File: config.mk
export PLATFORM = sky130hd
export DESIGN_NAME = lfu_cache_lru_tiebreak_top_flat
export DESIGN_NICKNAME = d
export VERILOG_FILES = /design/src/lfu_pkg.sv /design/src/lfu_if.sv /design/src/lfu_rank.sv /design/src/lfu_store.sv /design/src/lfu_ctrl.sv /design/src/lfu_cache_lru_tiebreak_top.sv /design/src/flat_wrapper.sv
export SDC_FILE = /design/constraint.sdc
export NUM_CORES = 2
export LEC_CHECK = 0
export BUFFER_PORTS_ARGS = -buffer_cell sky130_fd_sc_hd__buf_4
export CORE_MARGIN = 10
export CORE_UTILIZATION = 35
export DETAILED_ROUTE_END_ITERATION = 8
export PLACE_DENSITY = 0.53
export SYNTH_ARGS = -nofsm -noshare
export SYNTH_HDL_FRONTEND = slang
export SYNTH_SLANG_ARGS = --single-unit
File: constraint.sdc
create_clock -name clk -period 39 [get_ports clk]
set_input_delay 7.8 -clock clk [delete_from_list [all_inputs] [get_ports clk]]
set_output_delay 7.8 -clock clk [all_outputs]
set_load 0.1 [all_outputs]
File: src/lfu_pkg.sv
// ----------------------------------------------------------------------------
// lfu_pkg: shared types and constants of the LFU cache
// Sizes, the operation and state codes, and the row and request structs
// that pass between the sequencer, the compare unit and the entry store.
// ----------------------------------------------------------------------------
package lfu_pkg;

  localparam int ENTRIES   = 16;
  localparam int IDX_W     = $clog2(ENTRIES);
  localparam int CNT_W     = $clog2(ENTRIES + 1);
  localparam int DATA_W    = 32;
  localparam int CAP_W     = 5;
  localparam logic [CAP_W-1:0] CAP_RESET = CAP_W'(ENTRIES);

  typedef enum logic {
    OP_GET = 1'b0,
    OP_PUT = 1'b1
  } op_t;

  typedef enum logic [1:0] {
    ST_IDLE,
    ST_SCAN,
    ST_WRITE
  } state_t;

  // One stored entry, kept as one memory row.
  typedef struct packed {
    logic [DATA_W-1:0] key;
    logic [DATA_W-1:0] value;
    logic [DATA_W-1:0] count;
    logic [DATA_W-1:0] stamp;
  } lfu_row_t;

  typedef struct packed {
    logic             en;
    logic [IDX_W-1:0] addr;
  } rd_req_t;

  typedef struct packed {
    logic             we;
    logic [IDX_W-1:0] addr;
    lfu_row_t         row;
  } wr_req_t;

  // Best replacement candidate seen so far in a scan.
  typedef struct packed {
    logic              found;
    logic [DATA_W-1:0] count;
    logic [DATA_W-1:0] age;
  } best_t;

  typedef struct packed {
    logic              match;
    logic              better;
    logic [DATA_W-1:0] age;
  } rank_t;

endpackage

File: src/lfu_if.sv
// ----------------------------------------------------------------------------
// lfu_if: request and result channels of the LFU cache
// Valid/ready channels; a word moves when valid and ready are both high.
// ----------------------------------------------------------------------------
interface lfu_in_if;
  import lfu_pkg::*;

  logic              valid;
  logic              ready;
  logic              operation;
  logic [DATA_W-1:0] lookup_key;
  logic [DATA_W-1:0] store_value;

  modport source (output valid, output operation, output lookup_key,
                  output store_value, input ready);
  modport sink   (input valid, input operation, input lookup_key,
                  input store_value, output ready);
endinterface

interface lfu_out_if;
  import lfu_pkg::*;

  logic                     valid;
  logic                     ready;
  logic                     found;
  logic signed [DATA_W-1:0] read_value;

  modport source (output valid, output found, output read_value, input ready);
  modport sink   (input valid, input found, input read_value, output ready);
endinterface

File: src/lfu_rank.sv
// ----------------------------------------------------------------------------
// lfu_rank: shared key and replacement compare unit
// Checks one entry per cycle for a key match and for being a better
// replacement candidate than the best one found so far.
// ----------------------------------------------------------------------------
module lfu_rank (
  input  lfu_pkg::lfu_row_t           row,
  input  logic [lfu_pkg::DATA_W-1:0]  key,
  input  logic [lfu_pkg::DATA_W-1:0]  now,
  input  lfu_pkg::best_t              best,
  output lfu_pkg::rank_t              rank
);
  import lfu_pkg::*;

  logic [DATA_W-1:0] age;

  // Age wraps modulo the clock width; a larger age is an older entry.
  assign age = now - row.stamp;

  always_comb begin
    rank.match  = (row.key == key);
    rank.age    = age;
    rank.better = !best.found || (row.count < best.count) ||
                  ((row.count == best.count) && (age > best.age));
  end

endmodule

File: src/lfu_store.sv
// ----------------------------------------------------------------------------
// lfu_store: entry memory of the LFU cache
// One row per slot holding key, value, use count and stamp. One write port
// and one read port with registered read data.
// ----------------------------------------------------------------------------
module lfu_store (
  input  logic               clk,
  input  lfu_pkg::rd_req_t   rd,
  input  lfu_pkg::wr_req_t   wr,
  output lfu_pkg::lfu_row_t  rd_row
);
  import lfu_pkg::*;

  lfu_row_t mem [ENTRIES];
  lfu_row_t rd_row_r;

  always_ff @(posedge clk) begin
    if (wr.we) begin
      mem[wr.addr] <= wr.row;
    end
  end

  always_ff @(posedge clk) begin
    if (rd.en) begin
      rd_row_r <= mem[rd.addr];
    end
  end

  assign rd_row = rd_row_r;

endmodule

File: src/lfu_ctrl.sv
// ----------------------------------------------------------------------------
// lfu_ctrl: sequencer of the LFU cache
// Scans the entry store one slot per cycle through the shared compare unit,
// then performs the update and loads the result register.
// ----------------------------------------------------------------------------
module lfu_ctrl (
  input  logic                        clk,
  input  logic                        rst_n,
  input  logic [lfu_pkg::CNT_W-1:0]   cap,
  lfu_in_if.sink                      in_ch,
  lfu_out_if.source                   out_ch,
  output lfu_pkg::rd_req_t            rd,
  output lfu_pkg::wr_req_t            wr,
  input  lfu_pkg::lfu_row_t           rd_row
);
  import lfu_pkg::*;

  state_t            state_r, state_nxt;

  logic [ENTRIES-1:0] valid_r;
  logic [CNT_W-1:0]   occ_r;
  logic [DATA_W-1:0]  clock_r;

  logic               op_r;
  logic [DATA_W-1:0]  key_r;
  logic [DATA_W-1:0]  val_r;
  logic [CNT_W-1:0]   cap_r;

  logic [CNT_W-1:0]   cnt_r;
  logic               pval_r;
  logic [IDX_W-1:0]   pidx_r;

  logic               hit_r;
  logic [IDX_W-1:0]   hit_idx_r;
  logic [DATA_W-1:0]  hit_val_r;
  logic [DATA_W-1:0]  hit_cnt_r;

  best_t              best_r;
  logic [IDX_W-1:0]   best_idx_r;

  logic               out_valid_r;
  logic               out_found_r;
  logic [DATA_W-1:0]  out_value_r;

  rank_t              rank;
  logic               accept;
  logic               process;
  logic               scan_done;
  logic               stall;
  logic               finish;
  logic [IDX_W-1:0]   free_idx;
  logic [DATA_W-1:0]  hit_cnt_inc;
  logic               set_valid;

  lfu_rank u_rank (
    .row  (rd_row),
    .key  (key_r),
    .now  (clock_r),
    .best (best_r),
    .rank (rank)
  );

  assign accept    = in_ch.valid && in_ch.ready;
  assign process   = (state_r == ST_SCAN) && pval_r && valid_r[pidx_r];
  assign scan_done = (cnt_r == CNT_W'(ENTRIES));
  assign stall     = out_valid_r && !out_ch.ready;
  assign finish    = (state_r == ST_WRITE) && !stall;
  assign hit_cnt_inc = (&hit_cnt_r) ? hit_cnt_r : hit_cnt_r + DATA_W'(1);

  // Lowest slot that holds no entry.
  always_comb begin
    free_idx = '0;
    for (int i = ENTRIES - 1; i >= 0; i--) begin
      if (!valid_r[i]) begin
        free_idx = IDX_W'(i);
      end
    end
  end

  always_ff @(posedge clk) begin
    if (!rst_n) begin
      state_r <= ST_IDLE;
    end else begin
      state_r <= state_nxt;
    end
  end

  always_comb begin
    state_nxt   = state_r;
    in_ch.ready = 1'b0;
    rd.en       = 1'b0;
    rd.addr     = cnt_r[IDX_W-1:0];
    wr.we       = 1'b0;
    wr.addr     = hit_idx_r;
    wr.row.key   = key_r;
    wr.row.value = val_r;
    wr.row.count = DATA_W'(1);
    wr.row.stamp = clock_r;
    set_valid   = 1'b0;
    case (state_r)
      ST_IDLE: begin
        in_ch.ready = 1'b1;
        if (in_ch.valid) begin
          state_nxt = ST_SCAN;
        end
      end
      ST_SCAN: begin
        rd.en = !scan_done;
        if (scan_done) begin
          state_nxt = ST_WRITE;
        end
      end
      ST_WRITE: begin
        if (!stall) begin
          state_nxt = ST_IDLE;
          if (op_r == OP_GET) begin
            if (hit_r) begin
              wr.we        = 1'b1;
              wr.row.value = hit_val_r;
              wr.row.count = hit_cnt_inc;
            end
          end else if (cap_r != '0) begin
            if (hit_r) begin
              wr.we        = 1'b1;
              wr.row.count = hit_cnt_inc;
            end else if (occ_r < cap_r) begin
              wr.we     = 1'b1;
              wr.addr   = free_idx;
              set_valid = 1'b1;
            end else if (best_r.found) begin
              wr.we   = 1'b1;
              wr.addr = best_idx_r;
            end
          end
        end
      end
      default: begin
        state_nxt = ST_IDLE;
      end
    endcase
  end

  // Store bookkeeping: valid bits, occupancy and the access clock.
  always_ff @(posedge clk) begin
    if (!rst_n) begin
      valid_r <= '0;
      occ_r   <= '0;
      clock_r <= '0;
    end else begin
      if (wr.we) begin
        clock_r <= clock_r + DATA_W'(1);
      end
      if (set_valid) begin
        valid_r[free_idx] <= 1'b1;
        occ_r             <= occ_r + CNT_W'(1);
      end
    end
  end

  // Item capture and scan bookkeeping.
  always_ff @(posedge clk) begin
    if (accept) begin
      op_r          <= in_ch.operation;
      key_r         <= in_ch.lookup_key;
      val_r         <= in_ch.store_value;
      cap_r         <= cap;
      cnt_r         <= '0;
      pval_r        <= 1'b0;
      hit_r         <= 1'b0;
      best_r.found  <= 1'b0;
    end else if (state_r == ST_SCAN) begin
      pval_r <= !scan_done;
      pidx_r <= cnt_r[IDX_W-1:0];
      if (!scan_done) begin
        cnt_r <= cnt_r + CNT_W'(1);
      end
      if (process && rank.match && !hit_r) begin
        hit_r     <= 1'b1;
        hit_idx_r <= pidx_r;
        hit_val_r <= rd_row.value;
        hit_cnt_r <= rd_row.count;
      end
      if (process && rank.better) begin
        best_r.found <= 1'b1;
        best_r.count <= rd_row.count;
        best_r.age   <= rank.age;
        best_idx_r   <= pidx_r;
      end
    end
  end

  // Result register; a finished word waits here for the receiver.
  always_ff @(posedge clk) begin
    if (!rst_n) begin
      out_valid_r <= 1'b0;
    end else if (finish) begin
      out_valid_r <= 1'b1;
    end else if (out_ch.ready) begin
      out_valid_r <= 1'b0;
    end
  end

  always_ff @(posedge clk) begin
    if (finish) begin
      out_found_r <= hit_r;
      out_value_r <= ((op_r == OP_GET) && hit_r) ? hit_val_r : '0;
    end
  end

  assign out_ch.valid      = out_valid_r;
  assign out_ch.found      = out_found_r;
  assign out_ch.read_value = out_value_r;

  // Occupancy always equals the number of valid slots.
  a_occ_count: assert property (@(posedge clk) disable iff (!rst_n)
    occ_r == CNT_W'($countones(valid_r)))
    else $error("occupancy differs from number of valid slots");

  // Valid bits change only when an update is committed.
  a_valid_hold: assert property (@(posedge clk) disable iff (!rst_n)
    !finish |=> $stable(valid_r))
    else $error("valid bits changed outside of an update");

  // The access clock advances only together with a row write.
  a_clock_hold: assert property (@(posedge clk) disable iff (!rst_n)
    !wr.we |=> $stable(clock_r))
    else $error("access clock moved without a row write");

  // A result appears only after the update state.
  a_out_source: assert property (@(posedge clk) disable iff (!rst_n)
    $rose(out_valid_r) |-> $past(state_r) == ST_WRITE)
    else $error("result raised outside of the update state");

endmodule

File: src/lfu_cache_lru_tiebreak_top.sv
// ----------------------------------------------------------------------------
// lfu_cache_lru_tiebreak_top: LFU key-value cache with LRU tie break
// Sixteen-entry store with least-frequently-used replacement.
// ----------------------------------------------------------------------------
// Usage:
// Requests arrive on in_ch as a word of operation (0 get, 1 put), key and
// value; results leave on out_ch as a word of found flag and read value, one
// result per request, in order. Both channels move a word when valid and
// ready are both high.
// Each request passes through these steps from acceptance to the result
// register: capture, a scan of the sixteen slots of the entry memory one slot
// per cycle through the shared compare unit, the last read data, and the
// commit of the update. The single read port of the entry memory sets the
// pace of the scan. in_ch is ready only while the sequencer is idle, so a new
// request can be taken in the cycle after the commit, and not before.
// A result waiting in the output register does not block the next request;
// a commit waits only while an earlier result is still not taken.
// Reset (rst_n low, synchronous) clears all valid bits, occupancy and the
// access clock and sets capacity to sixteen; no clearing pass is needed.
// cfg_we writes capacity from cfg_wdata; write it only while idle.
// ----------------------------------------------------------------------------
module lfu_cache_lru_tiebreak_top (
  input  logic                      clk,
  input  logic                      rst_n,
  input  logic                      cfg_we,
  input  logic [lfu_pkg::CAP_W-1:0] cfg_wdata,
  lfu_in_if.sink                    in_ch,
  lfu_out_if.source                 out_ch
);
  import lfu_pkg::*;

  logic [CAP_W-1:0] cap_r;
  logic [CNT_W-1:0] cap_eff;
  rd_req_t          rd;
  wr_req_t          wr;
  lfu_row_t         rd_row;

  always_ff @(posedge clk) begin
    if (!rst_n) begin
      cap_r <= CAP_RESET;
    end else if (cfg_we) begin
      cap_r <= cfg_wdata;
    end
  end

  // A capacity above the number of slots acts as a full store.
  assign cap_eff = (cap_r > CAP_W'(ENTRIES)) ? CNT_W'(ENTRIES) : CNT_W'(cap_r);

  lfu_ctrl u_ctrl (
    .clk    (clk),
    .rst_n  (rst_n),
    .cap    (cap_eff),
    .in_ch  (in_ch),
    .out_ch (out_ch),
    .rd     (rd),
    .wr     (wr),
    .rd_row (rd_row)
  );

  lfu_store u_store (
    .clk    (clk),
    .rd     (rd),
    .wr     (wr),
    .rd_row (rd_row)
  );

endmodule
File: src/flat_wrapper.sv
// flat-port wrapper written by rule: the top's interface ports become plain ports
module lfu_cache_lru_tiebreak_top_flat import lfu_pkg::*;
  (clk, rst_n, cfg_we, cfg_wdata, in_ch_valid, in_ch_operation, in_ch_lookup_key, in_ch_store_value, in_ch_ready, out_ch_valid, out_ch_found, out_ch_read_value, out_ch_ready);
  lfu_in_if in_ch_i ();
  lfu_out_if out_ch_i ();
  input  logic clk;
  input  logic rst_n;
  input  logic cfg_we;
  input  logic [lfu_pkg::CAP_W-1:0] cfg_wdata;
  input wire logic [$bits(in_ch_i.valid)-1:0] in_ch_valid;
  input wire logic [$bits(in_ch_i.operation)-1:0] in_ch_operation;
  input wire logic [$bits(in_ch_i.lookup_key)-1:0] in_ch_lookup_key;
  input wire logic [$bits(in_ch_i.store_value)-1:0] in_ch_store_value;
  output wire logic [$bits(in_ch_i.ready)-1:0] in_ch_ready;
  output wire logic [$bits(out_ch_i.valid)-1:0] out_ch_valid;
  output wire logic [$bits(out_ch_i.found)-1:0] out_ch_found;
  output wire logic [$bits(out_ch_i.read_value)-1:0] out_ch_read_value;
  input wire logic [$bits(out_ch_i.ready)-1:0] out_ch_ready;
  assign in_ch_i.valid = in_ch_valid;
  assign in_ch_i.operation = in_ch_operation;
  assign in_ch_i.lookup_key = in_ch_lookup_key;
  assign in_ch_i.store_value = in_ch_store_value;
  assign in_ch_ready = in_ch_i.ready;
  assign out_ch_valid = out_ch_i.valid;
  assign out_ch_found = out_ch_i.found;
  assign out_ch_read_value = out_ch_i.read_value;
  assign out_ch_i.ready = out_ch_ready;
  lfu_cache_lru_tiebreak_top u_core (.clk(clk), .rst_n(rst_n), .cfg_we(cfg_we), .cfg_wdata(cfg_wdata), .in_ch(in_ch_i), .out_ch(out_ch_i));
endmodule
==> results.sh <==
export IMPL_async_flop_share_pct=0
export IMPL_cp_depth=12
export IMPL_critPathArrivalTime_ps=13580
export IMPL_status="finished clean"
export IMPL_cts_buffers=278
export IMPL_p_int_w=0.00451
export IMPL_ys_flop_type="edfxtp_1"
export IMPL_rows=192
export IMPL_dpl_hpwl_um=115000
export IMPL_rr_startpoint="u_core.u_ctrl.clock_r[0]"
export IMPL_cts_tree="yes"
export IMPL_worstMarginPinSlew_ps=1220
export IMPL_drc=0
export IMPL_yosysMostFrequentCell="edfxtp_1"
export IMPL_cts_clk_slew_worst_paths_ps=60
export IMPL_power_density_mw_per_mm2=52.1
export IMPL_relSlewSlack_pct=18.3
export IMPL_critPathRequiredTime_ps=39490
export IMPL_drt_iter0_markers=3843
export IMPL_seqPwrFrac_pct=51.7
export IMPL_setup_tns_ps=0
export IMPL_ant_nets=0
export IMPL_initial_core_util_pct=35.2
export IMPL_fin_crit_sh_pct=33.6
export IMPL_grt_setup_unrepaired="no"
export IMPL_synth_seq_cells=2488
export IMPL_grt_pass1_wl_um=328000
export IMPL_cp_max_fo=60
export IMPL_synth_area_leader_cell="edfxtp_1"
export IMPL_grt_overflow=0
export IMPL_avgViaCountPerCell=5.25
export IMPL_wirelength_um=225000
export IMPL_critPathMaxStageDelay_ps=990
export IMPL_skew_ps=86.8
export IMPL_syn_nets=4547
export IMPL_core_area_sq_mm=0.274
export IMPL_nets=4851
export IMPL_fmax_ghz=0.0764
export IMPL_p_total_w=0.00574
export IMPL_leakage_nw=34.2
export IMPL_fp_dieArea_sq_mm=0.296
export IMPL_crit_family="simple AND/OR/NAND/NOR gates"
export IMPL_synth_warning_count=0
export IMPL_hold_class="register to register"
export IMPL_hold_viol=0
export IMPL_critPathLaunchType="primary input"
export IMPL_cts_resized_gates=0
export IMPL_synth_common_cells="edfxtp_1 (2419), mux4_2 (645), nor2_1 (134)"
export IMPL_numClockSinks=2488
export IMPL_synth_cells=4367
export IMPL_r2r_end="u_core.u_ctrl.best_r[40]"
export IMPL_synth_area_per_cell_sq_um=22.0
export IMPL_ir_drop_mv=0.0462
export IMPL_area_growth_pct=14.5
export IMPL_worstSetupEndpointType="register"
export IMPL_grt_max_degree=127
export IMPL_crit_chain="buf_4 -> nand2b_1 -> and2b_2 -> buf_4 -> nand3b_1 -> or2_2 -> nand2b_1 -> nor3_1 -> o21ai_0 -> nor2_4 -> buf_4 -> buf_4"
export IMPL_syn_area_sq_mm=0.0962
export IMPL_post_cts_buffers=0
export IMPL_cp_endpoint="u_core.u_store.mem[6][45]"
export IMPL_hold_buffers=0
export IMPL_clk_path_buf_depth=4
export IMPL_r2r_slack_ps=31170
export IMPL_synth_seq_area_share_pct=76.9
export IMPL_gp_congestion=0.747
export IMPL_cap_violations=0
export IMPL_power_switching_w=0.00122
export IMPL_critPathSlowestCell="buf_4"
export IMPL_synth_top_area_share_pct=75.5
export IMPL_cts_max_level=5
export IMPL_drive_gt1_share_pct=26.1
export IMPL_synth_area_top_cells="edfxtp_1 (75%), mux4_2 (15%), dfxtp_1 (1.4%)"
export IMPL_numPortBuffers=109
export IMPL_clk_insertion_delay_late_ps=940
export IMPL_cts_root_buf="clkbuf_16"
export IMPL_clkPwrFrac_pct=41.8
export IMPL_synth_cell_types=66
export IMPL_worstSetupPathType="primary input to register"
export IMPL_dieHeight_um=544
export IMPL_critical_path_buf_inv_count=4
export IMPL_sw_frac_of_total_pct=21.3
export IMPL_setup_viol=0
export IMPL_comb_power_share_pct=6.5
export IMPL_routedWlPerCell_um=26.6
export IMPL_num_io_pins=110
export IMPL_grt_pass1_vias=46901
export IMPL_first_pass_iters=5
export IMPL_grt_use_total_pct=14.9
export IMPL_cp_startpoint="out_ch_ready"
export IMPL_drv_slew=0
export IMPL_ff2ff_path_depth=22
export IMPL_cpMostUsedCell="buf_4"
export IMPL_antenna_found_initial=6
export IMPL_fin_crit_ps=13090
export IMPL_routed_via_count=44345
export IMPL_die_w_um=544
export IMPL_synth_edff_count=2419
[cells in the final DEF (no fill, tap or decap), types with 11 or more instances in the layout]
master	instances
edfxtp_1	2419
mux4_2	645
clkbuf_16	284
buf_4	181
inv_1	126
nor2_1	122
ha_1	104
nand2_1	70
a21oi_1	67
dfxtp_1	65
xor2_1	63
clkbuf_1	61
clkinv_1	57
xnor2_1	45
a21o_1	40
and2_1	38
clkinv_2	38
o21ai_0	37
nand3_1	37
mux2_2	32
nand4_1	28
nor3_1	19
or3_1	19
buf_12	18
nor2b_1	16
and3_1	16
nor4_1	15
nand2b_1	14
a31oi_1	14
a211oi_1	13
nor2_4	12
o21a_1	11
[cell families (layout without fill, tap and decap cells)]
family,after synthesis,after routing,synth area share [%]
muxes,687,687,15.6
and+or+nand+nor,447,447,2.36
buffers and inverters,302,792,1.18
other,0,1,0
xor gates and xnor gates,108,108,0.983
DFF,2488,2488,76.9
adders and majority gates,105,105,1.37
AOI/OAI and AO/OA,230,230,1.59
[per-stage QoR]
step	std cells	hold slack, ps	utilization, %	instance area, sq um	worst slack, ps
6_report	8447	402	40.2	110000	25910
5_1_grt	8447	406	40.2	110000	25560
4_1_cts	8446	401	40.2	110000	25900
3_5_place_dp	7980	405	37.3	102000	24960
3_3_place_gp	7980	402	37.3	102000	24980
2_1_floorplan	4367	400	-	96200	16090
[registers in the layout, indices dropped and copies added, names as in the netlist]
signal and flops:
u_core.u_ctrl.out_ch.read_value 32, u_core.u_ctrl.cnt_r 5, u_core.u_ctrl.out_ch.valid 1, u_core.u_ctrl.out_ch.found 1
u_core.u_ctrl.pidx_r 4, u_core.u_ctrl.best_r 65, u_core.u_ctrl.valid_r 16, u_core.u_ctrl.occ_r 5
u_core.u_ctrl.best_idx_r 4, u_core.u_ctrl.hit_r 1, u_core.u_ctrl.hit_val_r 32, u_core.u_ctrl.pval_r 1
u_core.u_ctrl.hit_cnt_r 32, u_core.u_store.rd_row 128, u_core.cap_r 5, u_core.u_ctrl.clock_r 32
u_core.u_ctrl.cap_r 5, u_core.u_ctrl.state_r 2, u_core.u_ctrl.hit_idx_r 4, u_core.u_store.mem 2048
u_core.u_ctrl.key_r 32, u_core.u_ctrl.val_r 32, u_core.u_ctrl.op_r 1
[layer usage]
layer / wire [um] / part of all wire, % / vias to the layer above / GRT usage [%]
met1: 99300 / 44 / 24050 / 20.9
met2: 110000 / 49 / 1179 / 24.6
met4: 4960 / 2.2 / 0 / 3.76
li1: - / - / 18783 / -
met3: 10500 / 4.7 / 333 / 2.32
met5: 0 / 0 / - / 0
[worst reg2reg max path: cells and delay by family, from the launching register on]
family,cells,cell delay (ps)
buffers and inverters,3,940
AND/OR/NAND/NOR,7,1620
AO/OA/AOI/OAI,9,2900
adder cells (fa/ha/maj),3,1050
flip-flops,1,810
[power by group through the flow]
stage | Clock [W] | Sequential, W | Combinational, W
5_1_grt | 0.00257 | 0.00297 | 0.000406
3_3_place_gp | 0 | 0.00302 | 0.000385
6_report | 0.00240 | 0.00297 | 0.000374
3_5_place_dp | 0 | 0.00302 | 0.000386
2_1_floorplan | 0 | 0.00301 | 0.000297
4_1_cts | 0.00246 | 0.00297 | 0.000387
[cell type report]
type	count	area (sq um)
Clock buffer	347	7360
Tap cell	3589	4490
Multi-Input combinational cell	1577	21200
Timing Repair Buffer	199	1720
Antenna cell	1	2.50
Inverter	127	477
Clock inverter	119	821
Sequential cell	2488	74000
Fill cell	23959	163000
[worst min-delay path by stage]
stage	endpoint	slack (ps)	from	cells after the start
after floorplan	u_core.u_ctrl.hit_val_r[0]	400	u_core.u_store.rd_row[64]	0
after global placement	u_core.u_ctrl.hit_val_r[9]	400	u_core.u_store.rd_row[73]	0
after detailed placement	u_core.u_ctrl.hit_val_r[18]	400	u_core.u_store.rd_row[82]	0
after CTS	u_core.u_ctrl.hit_val_r[16]	400	u_core.u_store.rd_row[80]	0
after global routing	u_core.u_ctrl.hit_val_r[16]	410	u_core.u_store.rd_row[80]	0
final	u_core.u_ctrl.hit_val_r[16]	400	u_core.u_store.rd_row[80]	0
No activity file was read; power rests on OpenSTA's default activity.
